## src/hdl/apcm_pkg.sv

```systemverilog
// Shared constants, types and key functions for the adaptive palette color matcher.
`timescale 1ns / 1ps
`default_nettype none

package apcm_pkg;

  localparam int unsigned PaletteEntriesDefault = 16;

  localparam int unsigned PixelW    = 32;
  localparam int unsigned RgbW      = 24;
  localparam int unsigned IdxOutW   = 4;
  localparam int unsigned UsedW     = 5;
  localparam int unsigned CoarseKeyW = 6;
  localparam int unsigned FineKeyW  = 3;

  // Output beat layout: tdata = {pad, used_entries, added_color, color_index}.
  localparam int unsigned OutDataBits = IdxOutW + RgbW + UsedW;
  localparam int unsigned OutDataW    = ((OutDataBits + 7) / 8) * 8;
  localparam int unsigned OutUserW    = 2;
  localparam int unsigned UserAddedBit    = 0;
  localparam int unsigned UserFallbackBit = 1;

  // Control flags that walk down the row of cells with a pixel.
  typedef struct packed {
    logic valid;
    logic coarse_hit;
    logic fine_hit;
  } apcm_flags_t;

  // Top two bits of red, green and blue.
  function automatic logic [CoarseKeyW-1:0] coarse_key(input logic [RgbW-1:0] rgb);
    coarse_key = {rgb[23:22], rgb[15:14], rgb[7:6]};
  endfunction

  // Top bit of red, green and blue.
  function automatic logic [FineKeyW-1:0] fine_key(input logic [RgbW-1:0] rgb);
    fine_key = {rgb[23], rgb[15], rgb[7]};
  endfunction

endpackage

`default_nettype wire

```

## src/hdl/adaptive_palette_color_matcher.sv

```systemverilog
// Top level: row of palette cells feeding the decision controller.
//
//  Channel  | Dir | Signals                        | Payload
//  ---------+-----+--------------------------------+------------------------------------------
//  s_axis   | in  | tvalid, tready, tdata[31:0]    | pixel (ARGB, alpha ignored)
//  m_axis   | out | tvalid, tready, tdata[39:0],   | tdata: color_index, added_color,
//           |     | tuser[1:0]                     |   used_entries; tuser: added, fallback
//
// A pixel walks the row one cell per cycle; its result passes the controller's pending
// register and then the output register before it is offered on m_axis, and the next
// pixel is taken in the cycle after that result lands in the output register, so only one
// pixel is in the row at a time. A stalled output beat holds the finished pixel in the
// controller; the next input beat can still be taken while the previous result waits.
// Reset empties the palette at once; stored colors are not cleared since entries beyond the
// fill count are never compared.
`timescale 1ns / 1ps
`default_nettype none

module adaptive_palette_color_matcher
  import apcm_pkg::*;
#(
  parameter int unsigned PALETTE_ENTRIES = PaletteEntriesDefault
) (
  input  wire logic                clk_i,
  input  wire logic                rst_ni,
  input  wire logic                s_axis_tvalid,
  output logic                     s_axis_tready,
  input  wire logic [PixelW-1:0]   s_axis_tdata,   // [31:0] pixel
  output logic                     m_axis_tvalid,
  input  wire logic                m_axis_tready,
  output logic [OutDataW-1:0]      m_axis_tdata,   // [3:0] color_index, [27:4] added_color,
                                                   // [32:28] used_entries, [39:33] zero
  output logic [OutUserW-1:0]      m_axis_tuser    // [0] entry_added, [1] fallback
);

  localparam int unsigned IdxW = $clog2(PALETTE_ENTRIES);
  localparam int unsigned CntW = $clog2(PALETTE_ENTRIES + 1);

  apcm_flags_t     tok_w  [PALETTE_ENTRIES+1];
  logic [RgbW-1:0] pix_w  [PALETTE_ENTRIES+1];
  logic [IdxW-1:0] cidx_w [PALETTE_ENTRIES+1];
  logic [IdxW-1:0] fidx_w [PALETTE_ENTRIES+1];

  logic            busy;
  logic            in_accept;
  logic [CntW-1:0] count;
  logic            wr_en;
  logic [IdxW-1:0] wr_idx;
  logic [RgbW-1:0] wr_rgb;

  assign s_axis_tready = !busy;
  assign in_accept     = s_axis_tvalid && !busy;

  assign tok_w[0]  = '{valid: in_accept, coarse_hit: 1'b0, fine_hit: 1'b0};
  assign pix_w[0]  = s_axis_tdata[RgbW-1:0];
  assign cidx_w[0] = '0;
  assign fidx_w[0] = '0;

  for (genvar i = 0; i < PALETTE_ENTRIES; i++) begin : g_cell
    apcm_cell #(
      .Entries (PALETTE_ENTRIES),
      .Index   (i)
    ) u_cell (
      .clk_i    (clk_i),
      .rst_ni   (rst_ni),
      .tok_i    (tok_w[i]),
      .pix_i    (pix_w[i]),
      .cidx_i   (cidx_w[i]),
      .fidx_i   (fidx_w[i]),
      .count_i  (count),
      .wr_en_i  (wr_en),
      .wr_idx_i (wr_idx),
      .wr_rgb_i (wr_rgb),
      .tok_o    (tok_w[i+1]),
      .pix_o    (pix_w[i+1]),
      .cidx_o   (cidx_w[i+1]),
      .fidx_o   (fidx_w[i+1])
    );
  end

  apcm_ctrl #(
    .Entries (PALETTE_ENTRIES)
  ) u_ctrl (
    .clk_i       (clk_i),
    .rst_ni      (rst_ni),
    .in_accept_i (in_accept),
    .busy_o      (busy),
    .tok_i       (tok_w[PALETTE_ENTRIES]),
    .pix_i       (pix_w[PALETTE_ENTRIES]),
    .cidx_i      (cidx_w[PALETTE_ENTRIES]),
    .fidx_i      (fidx_w[PALETTE_ENTRIES]),
    .count_o     (count),
    .wr_en_o     (wr_en),
    .wr_idx_o    (wr_idx),
    .wr_rgb_o    (wr_rgb),
    .out_valid_o (m_axis_tvalid),
    .out_ready_i (m_axis_tready),
    .out_data_o  (m_axis_tdata),
    .out_user_o  (m_axis_tuser)
  );

endmodule

`default_nettype wire

```

## src/hdl/apcm_cell.sv

```systemverilog
// One palette cell: holds an entry, compares the passing pixel and hands it on.
`timescale 1ns / 1ps
`default_nettype none

module apcm_cell
  import apcm_pkg::*;
#(
  parameter int unsigned Entries = PaletteEntriesDefault,
  parameter int unsigned Index   = 0,
  localparam int unsigned IdxW   = $clog2(Entries),
  localparam int unsigned CntW   = $clog2(Entries + 1)
) (
  input  wire logic              clk_i,
  input  wire logic              rst_ni,
  input  wire apcm_flags_t       tok_i,
  input  wire logic [RgbW-1:0]   pix_i,
  input  wire logic [IdxW-1:0]   cidx_i,
  input  wire logic [IdxW-1:0]   fidx_i,
  input  wire logic [CntW-1:0]   count_i,
  input  wire logic              wr_en_i,
  input  wire logic [IdxW-1:0]   wr_idx_i,
  input  wire logic [RgbW-1:0]   wr_rgb_i,
  output apcm_flags_t            tok_o,
  output logic [RgbW-1:0]        pix_o,
  output logic [IdxW-1:0]        cidx_o,
  output logic [IdxW-1:0]        fidx_o
);

  logic [RgbW-1:0] entry_q;
  logic            used;
  logic            hit_c;
  logic            hit_f;
  apcm_flags_t     tok_d, tok_q;
  logic [IdxW-1:0] cidx_d, fidx_d;
  logic [RgbW-1:0] pix_q;
  logic [IdxW-1:0] cidx_q, fidx_q;

  // Only entries below the fill count take part in the compare; the rest may hold stale colors.
  assign used  = count_i > CntW'(Index);
  assign hit_c = used && (coarse_key(entry_q) == coarse_key(pix_i));
  assign hit_f = used && (fine_key(entry_q) == fine_key(pix_i));

  always_comb begin
    tok_d            = tok_i;
    tok_d.coarse_hit = tok_i.coarse_hit | hit_c;
    tok_d.fine_hit   = tok_i.fine_hit | hit_f;
    // Earlier cells keep priority, so the lowest matching index survives.
    cidx_d = tok_i.coarse_hit ? cidx_i : IdxW'(Index);
    fidx_d = tok_i.fine_hit ? fidx_i : IdxW'(Index);
  end

  always_ff @(posedge clk_i) begin
    if (wr_en_i && (wr_idx_i == IdxW'(Index))) begin
      entry_q <= wr_rgb_i;
    end
  end

  always_ff @(posedge clk_i or negedge rst_ni) begin
    if (!rst_ni) begin
      tok_q <= '0;
    end else begin
      tok_q <= tok_d;
    end
  end

  always_ff @(posedge clk_i) begin
    pix_q  <= pix_i;
    cidx_q <= cidx_d;
    fidx_q <= fidx_d;
  end

  assign tok_o  = tok_q;
  assign pix_o  = pix_q;
  assign cidx_o = cidx_q;
  assign fidx_o = fidx_q;

endmodule

`default_nettype wire

```

## src/hdl/apcm_ctrl.sv

```systemverilog
// Controller: takes the pixel from the end of the row, decides, grows the palette, drives results.
`timescale 1ns / 1ps
`default_nettype none

module apcm_ctrl
  import apcm_pkg::*;
#(
  parameter int unsigned Entries = PaletteEntriesDefault,
  localparam int unsigned IdxW   = $clog2(Entries),
  localparam int unsigned CntW   = $clog2(Entries + 1)
) (
  input  wire logic                clk_i,
  input  wire logic                rst_ni,
  input  wire logic                in_accept_i,
  output logic                     busy_o,
  input  wire apcm_flags_t         tok_i,
  input  wire logic [RgbW-1:0]     pix_i,
  input  wire logic [IdxW-1:0]     cidx_i,
  input  wire logic [IdxW-1:0]     fidx_i,
  output logic [CntW-1:0]          count_o,
  output logic                     wr_en_o,
  output logic [IdxW-1:0]          wr_idx_o,
  output logic [RgbW-1:0]          wr_rgb_o,
  output logic                     out_valid_o,
  input  wire logic                out_ready_i,
  output logic [OutDataW-1:0]      out_data_o,
  output logic [OutUserW-1:0]      out_user_o
);

  logic                busy_q;
  logic                pend_valid_q;
  apcm_flags_t         pend_tok_q;
  logic [RgbW-1:0]     pend_pix_q;
  logic [IdxW-1:0]     pend_cidx_q, pend_fidx_q;
  logic [CntW-1:0]     count_q, count_d;
  logic                res_load;
  logic [IdxW-1:0]     idx;
  logic                added;
  logic                fb;
  logic [RgbW-1:0]     color;
  logic                out_valid_q;
  logic [OutDataW-1:0] out_data_q;
  logic [OutUserW-1:0] out_user_q;

  assign res_load = pend_valid_q && (!out_valid_q || out_ready_i);

  always_comb begin
    idx   = pend_cidx_q;
    added = 1'b0;
    fb    = 1'b0;
    color = '0;
    if (pend_tok_q.coarse_hit) begin
      idx = pend_cidx_q;
    end else if (count_q < CntW'(Entries)) begin
      idx   = count_q[IdxW-1:0];
      added = 1'b1;
      color = pend_pix_q;
    end else if (pend_tok_q.fine_hit) begin
      idx = pend_fidx_q;
    end else begin
      idx = IdxW'(Entries - 1);
      fb  = 1'b1;
    end
    count_d = count_q + CntW'(added);
  end

  assign wr_en_o  = res_load && added;
  assign wr_idx_o = idx;
  assign wr_rgb_o = pend_pix_q;

  always_ff @(posedge clk_i or negedge rst_ni) begin
    if (!rst_ni) begin
      busy_q       <= 1'b0;
      pend_valid_q <= 1'b0;
      count_q      <= '0;
      out_valid_q  <= 1'b0;
    end else begin
      if (in_accept_i) begin
        busy_q <= 1'b1;
      end else if (res_load) begin
        busy_q <= 1'b0;
      end
      if (tok_i.valid) begin
        pend_valid_q <= 1'b1;
      end else if (res_load) begin
        pend_valid_q <= 1'b0;
      end
      if (res_load) begin
        count_q     <= count_d;
        out_valid_q <= 1'b1;
      end else if (out_ready_i) begin
        out_valid_q <= 1'b0;
      end
    end
  end

  always_ff @(posedge clk_i) begin
    if (tok_i.valid) begin
      pend_tok_q  <= tok_i;
      pend_pix_q  <= pix_i;
      pend_cidx_q <= cidx_i;
      pend_fidx_q <= fidx_i;
    end
    if (res_load) begin
      out_data_q <= OutDataW'({UsedW'(count_d), color, IdxOutW'(idx)});
      out_user_q[UserAddedBit]    <= added;
      out_user_q[UserFallbackBit] <= fb;
    end
  end

  assign busy_o      = busy_q;
  assign count_o     = count_q;
  assign out_valid_o = out_valid_q;
  assign out_data_o  = out_data_q;
  assign out_user_o  = out_user_q;

  // The fill count never runs past the palette size.
  assert property (@(posedge clk_i) disable iff (!rst_ni)
    count_q <= CntW'(Entries))
    else $error("palette count beyond palette size");

  // Adding an entry bumps the count by exactly one.
  assert property (@(posedge clk_i) disable iff (!rst_ni)
    (res_load && added) |=> (count_q == $past(count_q) + CntW'(1)))
    else $error("palette count did not follow an added entry");

  // Fallback is only possible with a full palette.
  assert property (@(posedge clk_i) disable iff (!rst_ni)
    (res_load && fb) |-> (count_q == CntW'(Entries)))
    else $error("fallback with free palette entries");

  // A pixel waiting for the result register belongs to the item in flight.
  assert property (@(posedge clk_i) disable iff (!rst_ni)
    pend_valid_q |-> busy_q)
    else $error("pending pixel while idle");

endmodule

`default_nettype wire
```

## config.mk

```make
export PLATFORM = sky130hd
export DESIGN_NAME = adaptive_palette_color_matcher
export DESIGN_NICKNAME = d
export VERILOG_FILES = /design/src/hdl/apcm_pkg.sv /design/src/hdl/adaptive_palette_color_matcher.sv /design/src/hdl/apcm_cell.sv /design/src/hdl/apcm_ctrl.sv
export SDC_FILE = /design/constraint.sdc
export NUM_CORES = 1
export LEC_CHECK = 0
export BUFFER_PORTS_ARGS = -buffer_cell sky130_fd_sc_hd__buf_2
export CAP_MARGIN = 25
export CORE_ASPECT_RATIO = 0.6
export CORE_UTILIZATION = 63
export CTS_CLUSTER_SIZE = 14
export DETAILED_ROUTE_END_ITERATION = 8
export PLACE_DENSITY = 0.9
export REMOVE_ABC_BUFFERS = 1
export SLEW_MARGIN = 5
export SYNTH_ARGS = -nofsm -noshare
export SYNTH_HDL_FRONTEND = slang
export SYNTH_SLANG_ARGS = --single-unit
```

## constraint.sdc

```tcl
create_clock -name clk_i -period 6.1 [get_ports clk_i]
set_input_delay 0.61 -clock clk_i [delete_from_list [all_inputs] [get_ports clk_i]]
set_output_delay 0.61 -clock clk_i [all_outputs]
set_load 0.05 [all_outputs]
```

==> flow_summary.yaml, run 1 <==
power_and_ir_drop:
  pwr-share-clk_pct: 34.2
  p_seq_share_pct: 57.2
  peakVddDrop_v: 0.000319
  p_leak_nw: 8.34
  p_switching_w: 0.00247
  finalPower_w: 0.00969
  netSwitchingFraction_pct: 25.5
  p_per_area_mw_per_mm2: 459
  intPower_w: 0.00722
  comb_power_share_pct: 8.6
place:
  port_buffers: 64
  gp_congestion: 0.907
  dp_hpwl_um: 19200
  pre_cts_ws_ps: 2500
  place_inst: 1536
critical_path:
  end_kind: "register"
  cp.arrival_ps: 3530
  crit_type: "reg2reg"
  max_stage_delay_ps: 770
  crit_required_ps: 6410
  crit_slowest_cell: "nor4_1"
  crit_chain: "nor2_2, buf_6, nand4_1, nor4_1, buf_2"
  worstPathMaxFanout: 22
  ff2ff_setup_slack_ps: 2880
  critPathTopFamily: "simple AND/OR/NAND/NOR gates"
  critPathBufInv: 2
  start_kind: "register"
yosys:
  synthTopCellsByCount: "dfxtp_1, edfxtp_1, and2_1, xnor2_1, nand2b_1"
  yosys.area.top_type: "dfxtp_1"
  yosysMostFrequentCell: "dfxtp_1"
  syn_area_per_cell_sq_um: 17.4
  synth_edf_count: 165
  seq_area_frac_synth_pct: 85.8
  syn-instance-count: 1073
  async_flop_share_pct: 7.97
  synth-seq-cells: 703
  yosysTopAreaCellShare_pct: 51.7
  ys_warn_count: 0
  yosysUniqueCellTypes: 47
  ys.flop_type: "dfxtp_1"
  syn-cell-area_sq_mm: 0.0187
  synth_area_leaders: "dfxtp_1, edfxtp_1, dfrtp_1"
clock_tree:
  clk_pin_slew_ps: 70
  root_buffer: "clkbuf_16"
  ctsLongestPathBuffers: 3
  post_cts_buffers: 0
  cts_hold_buf: 0
  htreeDepth: 2
  cts_made_buffers: 56
  clkSinkCount: 703
  cts_resized: 0
  clkLatencyLatePin_ps: 610
  cts_tree: "done"
global_routing:
  track_usage_pct: 24.1
  gr-total-overflow: 0
  antenna_found_initial: 0
  grt_max_degree: 57
  grt_pass1_vias: 9135
  grt_pass1_wl_um: 52800
cells_and_area:
  antenna_cells: 0
  multi_input_area_sq_mm: 0.00248
  drive_above_1_share_pct: 13.7
  fin_cells: 1639
  nets: 1240
  fillers: 1584
  seq_area_sq_mm: 0.0160
  area_growth_pct: 13.2
timing:
  clock_skew_ps: 23.7
  rsz0062_at_grt: "no"
  setup_tns_ps: 0
  finalMaxSlewViolations: 0
  setup_ws_ps: 2880
  slew-limit-headroom_pct: 36.8
  tightestPinTransition_ps: 949
  setup_viol: 0
  finalCritPeriodShare_pct: 52.7
  hold_viol_final: 0
  fmax_ghz: 0.311
  min_period_ps: 3220
floorplanning:
  core-area_sq_mm: 0.0289
  die-area_sq_mm: 0.0303
  num_io_pins: 80
  die_y_um: 135
  die_x_um: 224
  start_util_pct: 64.5
  num_rows: 48
routing:
  wl_per_cell_um: 21.5
  drc_errors: 0
  ant_nets: 0
  via_per_inst: 5.19
  first_iter_violations: 618
  via_count: 8502
  routed_wl_um: 35200
  first_pass_iters: 5
status:
  status: "finished, final reports clean"
min_path:
  hold_path_class: "in2reg"
flow_run:
  cap_violations: 0
[kinds of logic after synthesis]
kind of cell	share of synthesized area, %
flip-flops	85.8
AO/OA/AOI/OAI	2.00
multiplexers	0.121
other	0.0201
adder cells (fa/ha/maj)	0.134
XOR/XNOR	4.79
AND/OR/NAND/NOR	6.12
buffers and inverters	1.05
[path summary, 6_finish.rpt]
path                                       startpoint                       endpoint  depth (start not counted)
max                                 u_ctrl.count_o[4]  g_cell[15].u_cell.entry_q[22]                          5
min                                  s_axis_tdata[19]     g_cell[0].u_cell.pix_o[19]                          1
min in group asynchronous                      rst_ni      g_cell[1].u_cell.tok_o[2]                          2
max reg2reg                         u_ctrl.count_o[4]  g_cell[15].u_cell.entry_q[22]                          5
min reg2reg                g_cell[12].u_cell.pix_o[2]     g_cell[13].u_cell.pix_o[2]                          0
max in group asynchronous                      rst_ni     g_cell[11].u_cell.tok_o[0]                          2
[worst register-to-register path, delay by kind of cell (launching register included)]
kind,cells,cell delay (ps)
and+or+nand+nor,3,1680
DFF,1,670
buffers and inverters,2,560
[power by group through the flow]
stage | sequential [W] | clock, W | combinational, W
2_1_floorplan | 0.00569 | 0 | 0.000354
3_3_place_gp | 0.00557 | 0 | 0.000742
3_5_place_dp | 0.00561 | 0 | 0.000782
4_1_cts | 0.00554 | 0.00336 | 0.000816
5_1_grt | 0.00558 | 0.00355 | 0.000870
6_report | 0.00554 | 0.00331 | 0.000830
[metrics by stage]
stage	utilization, %	instance area [sq um]	hold slack [ps]
after CTS	72.8	21100	83.9
after global placement	67.1	19400	310
final	72.9	21100	109
after floorplan	-	18600	310
after detailed placement	67.2	19500	312
after global routing	72.9	21100	78.0
[routing by layer]
metal	GRT usage (%)	up-vias	wire length (um)
met2	43.7	337	18500
li1	-	3828	-
met5	0	-	0
met1	27.3	4242	13000
met4	10.8	0	1370
met3	5.60	95	2270
[registers in the layout, summed over array words and instances, names as in the netlist, 2 cells and up]
register and count:
u_ctrl.pend_tok_q 2, u_ctrl.wr_rgb_o 24, g_cell.u_cell.cidx_o 49, g_cell.u_cell.tok_o 48
g_cell.u_cell.fidx_o 49, u_ctrl.count_o 5, u_ctrl.out_data_o 33, g_cell.u_cell.entry_q 96
g_cell.u_cell.pix_o 384, u_ctrl.pend_cidx_q 4, u_ctrl.pend_fidx_q 4, u_ctrl.out_user_o 2
[layout make-up]
class | instances | share of cell area (%)
flip-flops and latches | 703 | 75.8
multi-input cells | 340 | 11.8
clock buffers | 91 | 7.26
well taps | 400 | 2.37
repair buffers | 84 | 2.16
clock inverters | 4 | 0.344
inverters | 17 | 0.302
[cell usage in the layout, fill, tap and decap left out, types with 15 or more instances in the layout]
cell / n
dfxtp_1: 482
xnor2_1: 59
nand2b_1: 57
buf_2: 67
and2_1: 59
nor4_1: 21
dfrtp_1: 56
edfxtp_1: 165
clkbuf_1: 35
inv_1: 15
clkbuf_16: 56
xor2_1: 43
Power figures use the tool's default switching activity.
==> run 2: changes to the inputs <==
--- a/config.mk
+++ b/config.mk
@@ -8,10 +8,10 @@
 export BUFFER_PORTS_ARGS = -buffer_cell sky130_fd_sc_hd__buf_2
 export CAP_MARGIN = 25
 export CORE_ASPECT_RATIO = 0.6
-export CORE_UTILIZATION = 63
+export CORE_UTILIZATION = 59
 export CTS_CLUSTER_SIZE = 14
 export DETAILED_ROUTE_END_ITERATION = 8
-export PLACE_DENSITY = 0.9
+export PLACE_DENSITY = 0.86
 export REMOVE_ABC_BUFFERS = 1
 export SLEW_MARGIN = 5
 export SYNTH_ARGS = -nofsm -noshare
==> constraint.sdc (replaced) <==
create_clock -name clk_i -period 3.25 [get_ports clk_i]
set_input_delay 0.325 -clock clk_i [delete_from_list [all_inputs] [get_ports clk_i]]
set_output_delay 0.325 -clock clk_i [all_outputs]
set_load 0.05 [all_outputs]
==> run 2 against run 1 <==
Against the previous run:
- the run now ends with DRC left
- die area increased by 6.7%
- count of clock-buffer cells in the layout increased by 2
- final cell count increased by 2.6%
- fmax increased by 14%
- global-route usage decreased by 2.1 points
- non-clock buffer count increased by 26
- critical path type unchanged
- largest power group unchanged
==> flow_summary.yaml, run 2 (same netlist as run 1, synthesis figures left out) <==
status:
  status: "complete, but fails checks"
  violations: "DRC"
timing:
  tightestPinTransition_ps: 887
  setup_viol: 0
  clock_skew_ps: 24.4
  fmax_ghz: 0.356
  hold_viol_final: 0
  finalMaxSlewViolations: 0
  setup_tns_ps: 0
  finalCritPeriodShare_pct: 86.5
  min_period_ps: 2810
  hold-worst-slack_ps: 279
  rsz0062_at_grt: "no"
  slew-limit-headroom_pct: 40.9
critical_path:
  crit_slowest_cell: "dfrtp_1"
  crit_required_ps: 3560
  cp.arrival_ps: 3120
  start_kind: "register"
  critPathTopFamily: "flip-flops"
  crit_type: "reg2reg"
  max_stage_delay_ps: 900
  crit_chain: "and3b_1, o31a_1, inv_2, nor4_1, buf_4"
  end_kind: "register"
  worstPathMaxFanout: 18
  critPathBufInv: 2
cells_and_area:
  seq_area_sq_mm: 0.0160
  nets: 1266
  final_common_cell: "dfxtp_1"
  fillers: 1838
  layout_common_cells: "dfxtp_1, edfxtp_1, buf_2, xnor2_1, and2_1"
  area_growth_pct: 14.9
  multi_input_area_sq_mm: 0.00248
  largest_register_ff_count: 384
  post-route-util_pct: 68.8
  drive_above_1_share_pct: 13.5
  antenna_cells: 0
global_routing:
  antenna_found_initial: 1
  grt_max_degree: 36
  grt_pass1_wl_um: 52400
  gr-total-overflow: 0
  grt_pass1_vias: 9111
  track_usage_pct: 21.9
routing:
  via_count: 8497
  via_per_inst: 5.05
  routed_wl_um: 34100
  first_iter_violations: 808
  ant_nets: 0
  wl_per_cell_um: 20.3
  first_pass_iters: 7
  drc_errors: 1
power_and_ir_drop:
  p_leak_nw: 8.47
  p_per_area_mw_per_mm2: 851
  peakVddDrop_v: 0.000828
floorplanning:
  die_y_um: 140
  die-area_sq_mm: 0.0324
  die_x_um: 232
  start_util_pct: 59.9
  num_rows: 50
  num_io_pins: 80
  core-area_sq_mm: 0.0312
clock_tree:
  ctsLongestPathBuffers: 3
  root_buffer: "clkbuf_16"
  cts_made_buffers: 56
  htreeDepth: 2
  cts_tree: "done"
  clkLatencyLatePin_ps: 610
  cts_resized: 0
  clk_pin_slew_ps: 70
  clkSinkCount: 703
place:
  port_buffers: 64
  dp_hpwl_um: 19000
  gp_congestion: 0.875
min_path:
  hold_path_class: "in2reg"
flow_run:
  cap_violations: 0
==> run 2: layout make-up <==
class                   instances  area share [%]
flip-flops and latches        703            74.6
multi-input cells             340            11.6
clock buffers                  93            7.33
repair buffers                110            3.41
well taps                     416            2.43
clock inverters                 3           0.327
inverters                      17           0.298
==> run 2: per-layer routing <==
layer	vias to the layer above	wire (um)	GRT usage, %
li1	3882	-	-
met1	4174	13300	26.8
met4	0	1190	9.11
met3	85	2460	5.43
met5	-	0	0
met2	356	17200	37.3
==> run 2: final timing paths <==
kind                                            start                       endpoint  slack (ps)  cells past startpoint
min                                     m_axis_tready             u_ctrl.out_valid_o         280                      3
min in group asynchronous                      rst_ni      g_cell[0].u_cell.tok_o[2]         340                      2
max in group asynchronous                      rst_ni     g_cell[10].u_cell.tok_o[1]        1930                      3
max reg2reg                         u_ctrl.count_o[4]  g_cell[11].u_cell.entry_q[14]         440                      5
min reg2reg                g_cell[9].u_cell.pix_o[11]    g_cell[10].u_cell.pix_o[11]         310                      0
max                                 u_ctrl.count_o[4]  g_cell[11].u_cell.entry_q[14]         440                      5
==> run 2: what timing repair did <==
action / in CTS / in global routing
setup buffers: 0 / 0
hold buffers: 26 / 0
hold endpoints to repair: 52 / 0
==> run 2: tightest hold or removal path: cells and delay by family <==
family                 cells  cell delay (ps)
AND/OR/NAND/NOR            2              430
buffers and inverters      1               80
==> run 2: per-stage QoR <==
step / cell area (sq um) / setup slack [ps] / std cells / total power (W)
after floorplan: 18600 / 558 / 1060 / 0.0113
after global placement: 19500 / 936 / 1560 / 0.0119
after detailed placement: 19500 / 749 / 1560 / 0.0120
after CTS: 21400 / 537 / 1682 / 0.0183
after global routing: 21400 / 363 / 1682 / 0.0189
final: 21400 / 438 / 1682 / 0.0183
==> run 2: power by group <==
| group | internal, W | switching (W) |
|---|---|---|
| clock network | 0.00331 | 0.00299 |
| registers | 0.00985 | 0.000544 |
| logic | 0.000471 | 0.00107 |
